## config.mk

```make
export PLATFORM = sky130hd
export DESIGN_NAME = least_loaded_operator_dispatcher
export DESIGN_NICKNAME = d
export VERILOG_FILES = /design/src/rtl/llod_pkg.sv /design/src/rtl/llod_thread_sel.sv /design/src/rtl/llod_slot_map.sv /design/src/rtl/least_loaded_operator_dispatcher.sv
export SDC_FILE = /design/constraint.sdc
export NUM_CORES = 1
export LEC_CHECK = 0
export CAP_MARGIN = 40
export CORE_ASPECT_RATIO = 0.8
export CORE_MARGIN = 10
export CORE_UTILIZATION = 35
export CTS_CLUSTER_SIZE = 16
export DETAILED_ROUTE_END_ITERATION = 8
export DONT_BUFFER_PORTS = 1
export GPL_TIMING_DRIVEN = 1
export PLACE_DENSITY = 0.54
export SETUP_SLACK_MARGIN = 0.15
export SLEW_MARGIN = 20
export SYNTH_ARGS = -nofsm -noshare
export SYNTH_HDL_FRONTEND = slang
export SYNTH_SLANG_ARGS = --single-unit
```

## constraint.sdc

```tcl
create_clock -name clk -period 13.6 [get_ports clk]
set_clock_uncertainty 0.15 [all_clocks]
set_input_delay 0 -clock clk [delete_from_list [all_inputs] [get_ports clk]]
set_output_delay 0 -clock clk [all_outputs]
set_load 0.05 [all_outputs]
```

## src/rtl/llod_pkg.sv

```systemverilog
// Shared constants, codes and control structs of the least-loaded operator dispatcher.
`default_nettype none

package llod_pkg;

  localparam int DEF_NUM_THREADS = 4;
  localparam int DEF_NUM_SLOTS   = 64;

  localparam int CFG_REGS   = 4;
  localparam int CFG_IDX_W  = 2;
  localparam int OPC_W      = 8;
  localparam int LOAD_W     = 7;
  localparam int OWNER_W    = 2;
  localparam int SLOT_OUT_W = 6;
  localparam int STATUS_W   = 2;
  localparam int THR_IDX_W  = 3;
  localparam int WORD_W     = 32;
  localparam int WORD_LOG   = 5;

  localparam logic [LOAD_W-1:0] LOAD_MAX = '1;

  localparam logic OP_ALLOC   = 1'b0;
  localparam logic OP_RELEASE = 1'b1;

  typedef enum logic [STATUS_W-1:0] {
    ST_OK         = 2'd0,
    ST_NO_THREAD  = 2'd1,
    ST_NO_SLOT    = 2'd2,
    ST_NOT_ACTIVE = 2'd3
  } status_t;

  typedef struct packed {
    logic                 inc;
    logic                 dec;
    logic [THR_IDX_W-1:0] thread;
  } load_upd_t;

  typedef struct packed {
    logic               take;
    logic               free;
    logic [OWNER_W-1:0] owner;
  } slot_cmd_t;

endpackage

`default_nettype wire

```

## src/rtl/llod_thread_sel.sv

```systemverilog
// Opcode registers, per-thread load counters and least-loaded thread selection.
`default_nettype none

module llod_thread_sel import llod_pkg::*; #(
  parameter int NUM_THREADS = DEF_NUM_THREADS
) (
  input  logic                 clk,
  input  logic                 rst,
  input  logic                 cfg_we,
  input  logic [CFG_IDX_W-1:0] cfg_idx,
  input  logic [OPC_W-1:0]     cfg_wdata,
  input  logic [OPC_W-1:0]     req_opcode,
  input  load_upd_t            upd,
  output logic                 found,
  output logic [THR_IDX_W-1:0] best
);

  localparam int THR_W = (NUM_THREADS > 1) ? $clog2(NUM_THREADS) : 1;

  logic [OPC_W-1:0]  cfg_opcode [CFG_REGS];
  logic [OPC_W-1:0]  thr_opcode [NUM_THREADS];
  logic [LOAD_W-1:0] load       [NUM_THREADS];
  logic [LOAD_W-1:0] best_load;
  logic [THR_W-1:0]  upd_idx;

  assign upd_idx = THR_W'(upd.thread);

  for (genvar g = 0; g < NUM_THREADS; g++) begin : g_opc
    if (g < CFG_REGS) begin : g_reg
      assign thr_opcode[g] = cfg_opcode[g];
    end else begin : g_none
      assign thr_opcode[g] = '0;
    end
  end

  always_ff @(posedge clk) begin
    if (rst) begin
      for (int i = 0; i < CFG_REGS; i++) begin
        cfg_opcode[i] <= '0;
      end
    end else if (cfg_we) begin
      cfg_opcode[cfg_idx] <= cfg_wdata;
    end
  end

  always_ff @(posedge clk) begin
    if (rst) begin
      for (int i = 0; i < NUM_THREADS; i++) begin
        load[i] <= '0;
      end
    end else begin
      if (upd.inc && load[upd_idx] != LOAD_MAX) begin
        load[upd_idx] <= load[upd_idx] + LOAD_W'(1);
      end
      if (upd.dec && load[upd_idx] != '0) begin
        load[upd_idx] <= load[upd_idx] - LOAD_W'(1);
      end
    end
  end

  always_comb begin
    found     = 1'b0;
    best      = '0;
    best_load = '0;
    for (int t = 0; t < NUM_THREADS; t++) begin
      if (req_opcode != '0 && thr_opcode[t] == req_opcode &&
          (!found || load[t] < best_load)) begin
        found     = 1'b1;
        best      = THR_IDX_W'(t);
        best_load = load[t];
      end
    end
  end

endmodule

`default_nettype wire

```

## src/rtl/llod_slot_map.sv

```systemverilog
// Slot busy bitmap memory with row-full summary and slot owner memory.
`default_nettype none

module llod_slot_map import llod_pkg::*; #(
  parameter int NUM_SLOTS = DEF_NUM_SLOTS
) (
  input  logic                  clk,
  input  logic                  rst,
  input  logic                  start,
  input  logic                  start_alloc,
  input  logic [SLOT_OUT_W-1:0] release_slot,
  input  slot_cmd_t             cmd,
  output logic                  any_free,
  output logic [SLOT_OUT_W-1:0] found_slot,
  output logic                  rel_busy,
  output logic [OWNER_W-1:0]    rel_owner
);

  localparam int NUM_ROWS = (NUM_SLOTS + WORD_W - 1) / WORD_W;
  localparam int ROW_W    = (NUM_ROWS > 1) ? $clog2(NUM_ROWS) : 1;
  localparam int SLOT_W   = $clog2(NUM_SLOTS);

  logic [WORD_W-1:0]  busy_mem  [NUM_ROWS];
  logic [OWNER_W-1:0] owner_mem [NUM_SLOTS];

  logic [NUM_ROWS-1:0] row_valid;
  logic [NUM_ROWS-1:0] row_full;

  logic [WORD_W-1:0]   rd_word;
  logic [OWNER_W-1:0]  rd_owner;
  logic                rd_ok;
  logic [ROW_W-1:0]    row;
  logic                free_seen;
  logic                in_range;
  logic [WORD_LOG-1:0] rel_bit;

  logic [ROW_W-1:0]          free_row;
  logic                      free_any;
  logic [ROW_W-1:0]          rd_addr;
  logic [WORD_W-1:0]         pad;
  logic [WORD_W-1:0]         word_raw;
  logic [WORD_W-1:0]         word_eff;
  logic [WORD_W-1:0]         new_word;
  logic [WORD_LOG-1:0]       fz_bit;
  logic [ROW_W+WORD_LOG-1:0] slot_full;

  always_comb begin
    free_any = 1'b0;
    free_row = '0;
    for (int r = NUM_ROWS - 1; r >= 0; r--) begin
      if (!row_full[r]) begin
        free_any = 1'b1;
        free_row = ROW_W'(r);
      end
    end
  end

  assign rd_addr = start_alloc ? free_row : ROW_W'(release_slot >> WORD_LOG);

  always_ff @(posedge clk) begin
    if (start) begin
      rd_word  <= busy_mem[rd_addr];
      rd_owner <= owner_mem[SLOT_W'(release_slot)];
      rd_ok    <= row_valid[rd_addr];
      row      <= rd_addr;
      free_seen <= free_any;
      in_range <= int'(release_slot) < NUM_SLOTS;
      rel_bit  <= release_slot[WORD_LOG-1:0];
    end
    if (cmd.take || cmd.free) begin
      busy_mem[row] <= new_word;
    end
    if (cmd.take) begin
      owner_mem[SLOT_W'(slot_full)] <= cmd.owner;
    end
  end

  always_ff @(posedge clk) begin
    if (rst) begin
      row_valid <= '0;
      row_full  <= '0;
    end else if (cmd.take || cmd.free) begin
      row_valid[row] <= 1'b1;
      row_full[row]  <= &(new_word | pad);
    end
  end

  always_comb begin
    for (int b = 0; b < WORD_W; b++) begin
      pad[b] = (int'(row) * WORD_W + b) >= NUM_SLOTS;
    end
  end

  assign word_raw = rd_ok ? rd_word : '0;
  assign word_eff = word_raw | pad;

  always_comb begin
    fz_bit = '0;
    for (int b = WORD_W - 1; b >= 0; b--) begin
      if (!word_eff[b]) begin
        fz_bit = WORD_LOG'(b);
      end
    end
  end

  assign slot_full = {row, fz_bit};
  assign new_word  = cmd.take ? (word_raw | (WORD_W'(1) << fz_bit))
                              : (word_raw & ~(WORD_W'(1) << rel_bit));

  assign any_free   = free_seen;
  assign found_slot = SLOT_OUT_W'(slot_full);
  assign rel_busy   = in_range && word_raw[rel_bit];
  assign rel_owner  = rd_owner;

endmodule

`default_nettype wire

```

## src/rtl/least_loaded_operator_dispatcher.sv

```systemverilog
// Top level of the least-loaded operator dispatcher: request sequencing and result register.
//
// Requests arrive as beats on the in channel (op, req_opcode, release_slot) and every
// request produces exactly one result beat on the out channel (status, thread_index,
// slot_index). An allocate picks the least-loaded thread whose opcode register matches
// req_opcode and takes the lowest free slot; a release frees a busy slot and lowers
// the load of its owner. Opcode registers are written through the cfg channel, which
// is always ready and must only be used while no request is in flight.
// A request is accepted while the slot bitmap row and owner entry are read into
// registers; the row is then updated and written back and the result is loaded
// into the output register. The block takes no new request until this
// read-then-write of the bitmap memory is done. If the receiver stalls, the result
// waits in the output register and the next request is still accepted; its
// write-back then holds until the output register is free.
// Reset clears the opcode registers, the thread loads and the row valid bits, so all
// slots read as free right away; no clearing pass is needed.
`default_nettype none

module least_loaded_operator_dispatcher import llod_pkg::*; #(
  parameter int NUM_THREADS = DEF_NUM_THREADS,
  parameter int NUM_SLOTS   = DEF_NUM_SLOTS
) (
  input  logic                  clk,
  input  logic                  rst,
  input  logic                  cfg_valid,
  output logic                  cfg_ready,
  input  logic [CFG_IDX_W-1:0]  cfg_index,
  input  logic [OPC_W-1:0]      cfg_data,
  input  logic                  in_valid,
  output logic                  in_ready,
  input  logic                  op,
  input  logic [OPC_W-1:0]      req_opcode,
  input  logic [SLOT_OUT_W-1:0] release_slot,
  output logic                  out_valid,
  input  logic                  out_ready,
  output logic [STATUS_W-1:0]   status,
  output logic [OWNER_W-1:0]    thread_index,
  output logic [SLOT_OUT_W-1:0] slot_index
);

  typedef enum logic [1:0] {
    S_IDLE = 2'b01,
    S_WORK = 2'b10
  } state_t;

  state_t state;
  state_t state_next;

  logic                 cur_op;
  logic                 found;
  logic [THR_IDX_W-1:0] best;
  logic                 sel_found;
  logic [THR_IDX_W-1:0] sel_best;

  logic                  any_free;
  logic [SLOT_OUT_W-1:0] found_slot;
  logic                  rel_busy;
  logic [OWNER_W-1:0]    rel_owner;
  logic [SLOT_OUT_W-1:0] rel_slot;

  logic      accept;
  logic      advance;
  logic      alloc_ok;
  logic      free_ok;
  slot_cmd_t cmd;
  load_upd_t upd;

  assign cfg_ready = 1'b1;
  assign in_ready  = (state == S_IDLE);
  assign accept    = in_valid && in_ready;
  assign advance   = (state == S_WORK) && (!out_valid || out_ready);

  assign alloc_ok = (cur_op == OP_ALLOC) && found && any_free;
  assign free_ok  = (cur_op == OP_RELEASE) && rel_busy;

  assign cmd.take  = advance && alloc_ok;
  assign cmd.free  = advance && free_ok;
  assign cmd.owner = OWNER_W'(best);

  assign upd.inc    = cmd.take;
  assign upd.dec    = cmd.free && (int'(rel_owner) < NUM_THREADS);
  assign upd.thread = (cur_op == OP_ALLOC) ? best : THR_IDX_W'(rel_owner);

  llod_thread_sel #(
    .NUM_THREADS (NUM_THREADS)
  ) u_thread_sel (
    .clk        (clk),
    .rst        (rst),
    .cfg_we     (cfg_valid && cfg_ready),
    .cfg_idx    (cfg_index),
    .cfg_wdata  (cfg_data),
    .req_opcode (req_opcode),
    .upd        (upd),
    .found      (sel_found),
    .best       (sel_best)
  );

  llod_slot_map #(
    .NUM_SLOTS (NUM_SLOTS)
  ) u_slot_map (
    .clk          (clk),
    .rst          (rst),
    .start        (accept),
    .start_alloc  (op == OP_ALLOC),
    .release_slot (release_slot),
    .cmd          (cmd),
    .any_free     (any_free),
    .found_slot   (found_slot),
    .rel_busy     (rel_busy),
    .rel_owner    (rel_owner)
  );

  always_comb begin
    state_next = state;
    unique case (state)
      S_IDLE: begin
        if (accept) begin
          state_next = S_WORK;
        end
      end
      S_WORK: begin
        if (advance) begin
          state_next = S_IDLE;
        end
      end
      default: begin
        state_next = S_IDLE;
      end
    endcase
  end

  always_ff @(posedge clk) begin
    if (rst) begin
      state     <= S_IDLE;
      out_valid <= 1'b0;
    end else begin
      state <= state_next;
      if (advance) begin
        out_valid <= 1'b1;
      end else if (out_ready) begin
        out_valid <= 1'b0;
      end
    end
  end

  always_ff @(posedge clk) begin
    if (accept) begin
      cur_op   <= op;
      found    <= sel_found;
      best     <= sel_best;
      rel_slot <= release_slot;
    end
    if (advance) begin
      status       <= ST_OK;
      thread_index <= '0;
      slot_index   <= '0;
      priority if (cur_op == OP_ALLOC && !found) begin
        status <= ST_NO_THREAD;
      end else if (cur_op == OP_ALLOC && !any_free) begin
        status <= ST_NO_SLOT;
      end else if (cur_op == OP_ALLOC) begin
        thread_index <= OWNER_W'(best);
        slot_index   <= found_slot;
      end else if (!rel_busy) begin
        status <= ST_NOT_ACTIVE;
      end else begin
        thread_index <= rel_owner;
        slot_index   <= rel_slot;
      end
    end
  end

  a_accept_then_busy: assert property (@(posedge clk) disable iff (rst)
    accept |=> !in_ready)
    else $error("input accepted while a request was in flight");

  a_result_from_work: assert property (@(posedge clk) disable iff (rst)
    $rose(out_valid) |-> $past(state == S_WORK))
    else $error("result produced without a request in flight");

  a_fail_zero_fields: assert property (@(posedge clk) disable iff (rst)
    out_valid && status != ST_OK |-> thread_index == '0 && slot_index == '0)
    else $error("failed request carries nonzero thread or slot");

  a_state_onehot: assert property (@(posedge clk) disable iff (rst)
    $onehot(state))
    else $error("state register lost its one-hot code");

endmodule

`default_nettype wire

```

; ---- Word level (Yosys, flattened, before mapping)
; Memories as Yosys holds them, arrays and structs flattened. A register that Yosys moved wholly into a read port is not among the register bits.
; Cells that the tools add are included.
[totals]
wordCells = 237
in_bits = 30
mem_bits_rw = 252
out_inout_bits = 13
n_memories = 4
register_bits = 35
[classes]
order_cmp = 39
bitwise = 8
n_shift = 2
add_sub_neg = 33
n_eq_ne = 9
n_mux = 87
reduce_logical = 39
[memory_table]
columns = name, words, width, read_ports, rd_ports_with_merged_regs, write_ports, line
row1 = u_slot_map.owner_mem, 64, 2, 1, 1, 1, llod_slot_map.sv:24  ; logic [OWNER_W-1:0] owner_mem [NUM_SLOTS];
row2 = u_slot_map.busy_mem, 2, 32, 1, 1, 1, llod_slot_map.sv:23  ; logic [WORD_W-1:0] busy_mem [NUM_ROWS];
row3 = u_thread_sel.cfg_opcode, 4, 8, 4, 0, 4, llod_thread_sel.sv:20  ; logic [OPC_W-1:0] cfg_opcode [CFG_REGS];
row4 = u_thread_sel.load, 4, 7, 5, 0, 4, llod_thread_sel.sv:22  ; logic [LOAD_W-1:0] load [NUM_THREADS];
[ops]
columns = operator, n
row1 = $ge A32 B8 Y1 const B, 31
row2 = $mux W5, 32
row3 = $add A6 B5 Y7 const B, 16
row4 = $or A32 B32 Y32, 3
row5 = $mux W32, 2
row6 = $shl A1 B5 Y32 const A, 2
row7 = $add A6 B4 Y7 const B, 8
row8 = $mux W7, 5
row9 = $and A32 B32 Y32, 1
row10 = $eq A8 B8 Y1, 4
row11 = $not A32 Y32, 1
row12 = $reduce_and A32 Y1, 1
row13 = $mux W1, 31
row14 = $add A6 B3 Y7 const B, 4
row15 = $lt A7 B7 Y1, 3
row16 = $mux W2, 10
row17 = $logic_and A1 B1 Y1, 19
row18 = $add A6 B2 Y7 const B, 2
row19 = $mux W6, 2
row20 = $mux W8, 1
row21 = $reduce_bool A8 Y1, 1
row22 = $reduce_or A8 Y1, 1
row23 = $add A6 B1 Y7 const B, 1
row24 = $add A7 B1 Y7 const B, 1
row25 = other kinds (24), 35

; ---- Logic depth before layout (Yosys ltp)
[depth]
word_depth = 41
depth_mapped = 29
ltp_nobuf = 26

; ---- By module
; A second synthesis with hierarchy kept.
[hier_totals]
hier_cells = 1137
area_unflattened_um2 = 15760.1
[modules_own_cells]
columns = mod, cells_per_inst, seq_area_each_um2, area_each_um2, instances
row1 = llod_slot_map, 716, 7106.8, 10837.9, 1
row2 = llod_thread_sel, 353, 1801.7, 3951.3, 1
row3 = least_loaded_operator_dispatcher, 68, 690.7, 970.9, 1

; ---- Worst setup path before layout
; No wires, ideal clock.
[synth_path]
path_kind = register to register
start = memory u_thread_sel.cfg_opcode[0][3]
end = register best[0], data pin
setup_time_ns = 0.145
slack_ns = 8.126
stages_incl_launch_ff = 28
period_less_slack_ns = 5.474
t_required_ns = 13.305
n_path_buf = 2
t_arrival_ns = 5.179
cell_sequence = edfxtp_1 xnor2_1 nand4_1 nor3_1 clkbuf_1 nand2_1 ha_1 a21o_1 a21o_1 a211o_1 nor2b_1 o21ai_0 clkbuf_1 a31oi_1 ha_1 a21o_1 a21o_1 a21o_1 a21oi_1 nor2_2 nor2_8 mux2_1 ha_1 nor3_1 o311ai_1 a31oi_1 o211ai_2 o21ai_1
[synth_rtl]
columns = element, line
row1 = "start, declared", llod_thread_sel.sv:20
row2 = "end signal, assigned", least_loaded_operator_dispatcher.sv:150  ; best <= sel_best;
row3 = "end, declared", least_loaded_operator_dispatcher.sv:51  ; logic [THR_IDX_W-1:0] best;

==> impl_summary.md <==
Worst setup path
For the worst flop-to-flop path, the logic depth is 27. The endpoint identified for the worst register-to-register timing path is best[0]. The critical path data arrival time is 5.90 ns. The worst setup path is captured at a flip-flop. The critical path is of the flip-flop to flip-flop type. The startpoint identified for the worst register-to-register timing path is u_thread_sel.cfg_opcode[0][1]. At the worst endpoint, the required time is 13.83 ns. The minimum setup slack among reg-to-reg paths is 7.94 ns.

In this run the worst path has a maximum fanout of 13. The worst setup path is launched from a flip-flop.

Layout
With fillers left out, the area of the finished cells amounts to 17500 um^2. The number of nets in the finished design is 1215. The final core utilization is 40.2%. The post-route non-filler standard cell count is 1783. The share of post-route cells with drive strength above 1 is 16.9%. From synthesis to final layout, the design area changed by 12.9%.

STA
The worst slew slack as a fraction of its limit is 38.7%. The maximum clock frequency is 177 MHz. The slew of the pin with the lowest slew margin is 0.908 ns.

The number of pins with negative max-slew slack in the final report came to 0. The part of the cycle the worst path needs is 41.6%. The final count of hold timing violations was 0. The final count of negative-setup-slack endpoints is 0. The worst-case hold slack is 0.00760 ns. The worst path in the final design needs a cycle of 5.66 ns, including I/O delays and setup. Setup repair after global routing left no endpoint under its margin.

The post-route setup TNS is 0 ns.

Yosys
Counting flops with a built-in enable in the synthesized netlist gives 309. The synthesized area per cell is 13.7 um^2. The Yosys step of the flow raised 0 warnings. The post-synthesis instance area is 15500 um^2.

Synthesis instantiated 96 different standard cells from the library. Counting every instance in the synthesized netlist gives 1131. Summed over its instances, the top area cell type makes up 59.9% of the synthesized netlist area. By area the synthesized netlist is led by sky130_fd_sc_hd__edfxtp_1 (60%), sky130_fd_sc_hd__mux4_2 (7.6%), sky130_fd_sc_hd__nor2_1 (3.2%), sky130_fd_sc_hd__mux2_2 (2.5%), sky130_fd_sc_hd__ha_1 (1.9%). For this run, the leading register cell type out of synthesis is sky130_fd_sc_hd__edfxtp_1. The synthesized netlist net count is 1185. The synthesized design spends more area on one cell type than any other, namely sky130_fd_sc_hd__edfxtp_1. The share of synthesized flip-flops with an asynchronous set or reset is 0%. In the post-synthesis netlist, the cell with the most instances is sky130_fd_sc_hd__edfxtp_1. The number of synthesized register bits is 316.

Sequential cells were found to cover 60.8% of the synthesized design area. The commonest cells after synthesis are sky130_fd_sc_hd__edfxtp_1 (309), sky130_fd_sc_hd__nor2_1 (131), sky130_fd_sc_hd__nand2_1 (67).

Power and ir drop
Power spread over the standard cell area amounts to 122 nW/um^2. The internal portion of the total power is 1630 uW. In this run, the clock network consumes 39.8% of the power. Sequential cells burn 52.3% of the power. The portion of total power attributed to combinational logic is 7.9%.

In this run the power spent charging and discharging nets is 509 uW. The proportion of total power due to net switching is 23.8%. The worst voltage drop across the vdd grid is 80.9 uV. The leakage power summed over all cells is 0.00569 uW.

Floorplan
The floorplan step set the die height to 208 um. Pin placement for this block handled 43 I/O pins. The placeable core region is 43500 um^2. The width of the die is 255 um. The effective utilization at floorplan is 35.6%.

Row generation in the floorplan step produced 68 rows. The die outline area is 53200 um^2.

CTS
The count of cells resized by post-cts repair is 0. The level count of the clock H-tree is 2. Counting the buffers created by CTS gives 34.

The clock root buffer master is sky130_fd_sc_hd__clkbuf_16. The number of clock sinks seen by CTS is 316. The clock input transition at the sequential cells of the worst setup and hold paths is 0.06 ns. The longest clock path from root to sink contains 3 buffers. For the worst-skew pair, the clock arrives at the later sink with an insertion delay of 0.53 ns.

The CTS tree is built.

Flow run
The max-capacitance violation count is 0.

Detailed routing
The detail route stage leaves a number of antenna-violating nets equal to 0. After the first detailed-routing iteration, the DRC count stood at 977. After detailed routing, the total wire length is 41800 um. In the routed design, unresolved DRC markers number 0. The wire length per cell is 23.5 um. The number of detailed-route iterations in the first pass is 5. Using the TritonRoute via totals, the vias-per-cell ratio works out to 5.57. The via count is 9923.

Global routing
The first global-routing pass estimated 63300 um of wire. Summed over all layers, the global routing overflow is 0. The number of antenna violations at the first check in global routing is 5. Entering global routing, the biggest net connects 66 pins. The aggregate global-route resource usage is 15.6%. The via count of the first global-routing pass came to 9762.

Status
The run finished with clean final reports.

Place
Port buffering added 0 buffers. The routability congestion estimate from global placement is 0.952. After detailed placement, the total cell area comes to 16200 um^2. Counting tap cells, the placed design contains a total of 1689 instances. The total half-perimeter wirelength after legalization and detailed placement is 28600 um.

Hold path
The min-delay analysis places its worst path in the category input port to flip-flop. The worst hold path terminates at found. The worst hold path begins at req_opcode[4].

Along the worst hold path, the cell count comes to 4.
flip-flops by register name, summed over array words and instances (netlist names), 6 cells and up:
name,flops
u_slot_map.rd_word,32
u_thread_sel.cfg_opcode,32
u_slot_map.busy_mem,64
rel_slot,6
u_slot_map.owner_mem,128
slot_index,6
u_thread_sel.load,28
worst max path at each step:
stage                             startpoint      end
2_1_floorplan  u_thread_sel.cfg_opcode[0][3]  best[0]
3_3_place_gp   u_thread_sel.cfg_opcode[0][4]  best[0]
3_5_place_dp   u_thread_sel.cfg_opcode[0][1]  best[0]
4_1_cts        u_thread_sel.cfg_opcode[0][1]  best[0]
5_1_grt        u_thread_sel.cfg_opcode[0][7]  best[0]
6_report       u_thread_sel.cfg_opcode[0][1]  best[0]
metrics by stage:
| step | power, uW | worst slack (ns) |
|---|---|---|
| after floorplan | 1250 | 8.13 |
| after detailed placement | 1290 | 7.77 |
| after CTS | 2150 | 7.76 |
| after global routing | 2220 | 7.57 |
| final | 2140 | 7.94 |
| after global placement | 1290 | 7.58 |
area by class of cell:
type / count / area, um^2
Antenna cell: 3 / 7.51
Sequential cell: 316 / 9420
Fill cell: 3996 / 26000
Multi-Input combinational cell: 720 / 5700
Tap cell: 595 / 744
Inverter: 41 / 154
Timing Repair Buffer: 48 / 482
Clock buffer: 46 / 906
Clock inverter: 14 / 83.8
kinds of logic after synthesis:
| group | synth area share, % |
|---|---|
| and+or+nand+nor | 13.1 |
| DFF | 60.8 |
| AOI/OAI and AO/OA | 8.48 |
| muxes | 10.9 |
| buffers and inverters | 2.66 |
| xor gates and xnor gates | 2.09 |
| adders and majority gates | 1.99 |
| other | 0.0242 |
power groups by stage:
stage | clock (uW) | sequential [uW] | combinational [uW]
2_1_floorplan | 0 | 1130 | 117
3_3_place_gp | 0 | 1140 | 150
3_5_place_dp | 0 | 1140 | 153
4_1_cts | 870 | 1120 | 164
5_1_grt | 914 | 1120 | 183
6_report | 850 | 1120 | 169
timing repair:
| action | CTS | global route |
|---|---|---|
| buffers inserted | 0 | 0 |
| endpoints found under the hold margin | 145 | 0 |
| hold buffers | 28 | 0 |
metal layers:
metal  up-vias  global-route usage (%)  wire [um]
li1       4405                       -          -
met1      5044                    24.3      20200
met2       419                    20.5      16800
met3        51                    4.90       4250
met4         4                    3.37        587
met5         -                       0         27
placed cells by master (no fill, tap or decap), types with 5 or more instances in the layout:
| cell | synthesis | routed |
|---|---|---|
| sky130_fd_sc_hd__mux2_1 | 6 | 6 |
| sky130_fd_sc_hd__mux2_2 | 34 | 34 |
| sky130_fd_sc_hd__o21bai_1 | 7 | 7 |
| sky130_fd_sc_hd__o31ai_1 | 8 | 7 |
| sky130_fd_sc_hd__a21o_1 | 11 | 11 |
| sky130_fd_sc_hd__dlygate4sd3_1 | 0 | 28 |
| sky130_fd_sc_hd__xor2_1 | 23 | 23 |
| sky130_fd_sc_hd__dfxtp_1 | 7 | 7 |
| sky130_fd_sc_hd__clkbuf_16 | 0 | 34 |
| sky130_fd_sc_hd__nand2b_1 | 15 | 15 |
| sky130_fd_sc_hd__buf_4 | 6 | 11 |
| sky130_fd_sc_hd__nor3_1 | 15 | 15 |
| sky130_fd_sc_hd__nand4_1 | 15 | 15 |
| sky130_fd_sc_hd__o21ai_1 | 4 | 5 |
| sky130_fd_sc_hd__nor4_1 | 8 | 8 |
| sky130_fd_sc_hd__a31oi_1 | 9 | 9 |
| sky130_fd_sc_hd__inv_1 | 38 | 38 |
| sky130_fd_sc_hd__ha_1 | 23 | 23 |
| sky130_fd_sc_hd__o211ai_1 | 22 | 22 |
| sky130_fd_sc_hd__mux4_2 | 52 | 52 |
| sky130_fd_sc_hd__edfxtp_1 | 309 | 309 |
| sky130_fd_sc_hd__nor2_1 | 131 | 129 |
| sky130_fd_sc_hd__a21oi_1 | 28 | 27 |
| sky130_fd_sc_hd__or3_1 | 6 | 6 |
| sky130_fd_sc_hd__clkbuf_1 | 29 | 11 |
| sky130_fd_sc_hd__clkinv_1 | 0 | 7 |
| sky130_fd_sc_hd__xnor2_1 | 14 | 14 |
| sky130_fd_sc_hd__o21ai_0 | 36 | 35 |
| sky130_fd_sc_hd__nand2_1 | 67 | 67 |
| sky130_fd_sc_hd__and2_1 | 37 | 36 |
| sky130_fd_sc_hd__nor3b_1 | 5 | 5 |
| sky130_fd_sc_hd__nand3_1 | 25 | 25 |
| sky130_fd_sc_hd__o22ai_1 | 5 | 5 |
| sky130_fd_sc_hd__nor2b_1 | 9 | 9 |
worst max-delay path, cell delays in order (launching register included):
cell and delay (ns):
sky130_fd_sc_hd__edfxtp_1 0.38, sky130_fd_sc_hd__xnor2_1 0.16, sky130_fd_sc_hd__nand4_1 0.20, sky130_fd_sc_hd__nor3_1 0.19
sky130_fd_sc_hd__buf_4 0.22, sky130_fd_sc_hd__nand2_1 0.08, sky130_fd_sc_hd__ha_1 0.29, sky130_fd_sc_hd__a21o_1 0.16
sky130_fd_sc_hd__a21o_1 0.17, sky130_fd_sc_hd__a211o_1 0.33, sky130_fd_sc_hd__nor2b_1 0.12, sky130_fd_sc_hd__o21ai_1 0.06
sky130_fd_sc_hd__clkbuf_4 0.20, sky130_fd_sc_hd__a31oi_1 0.23, sky130_fd_sc_hd__ha_1 0.28, sky130_fd_sc_hd__a21o_1 0.18
sky130_fd_sc_hd__a21o_1 0.17, sky130_fd_sc_hd__a21o_1 0.21, sky130_fd_sc_hd__a21oi_1 0.17, sky130_fd_sc_hd__nor2_2 0.09
sky130_fd_sc_hd__nor2_8 0.17, sky130_fd_sc_hd__mux2_1 0.35, sky130_fd_sc_hd__ha_1 0.20, sky130_fd_sc_hd__nor3_1 0.18
sky130_fd_sc_hd__o311ai_1 0.12, sky130_fd_sc_hd__a31oi_1 0.25, sky130_fd_sc_hd__o211ai_2 0.12, sky130_fd_sc_hd__o21ai_1 0.10
Note: power is estimated with default switching activity, not from simulation.
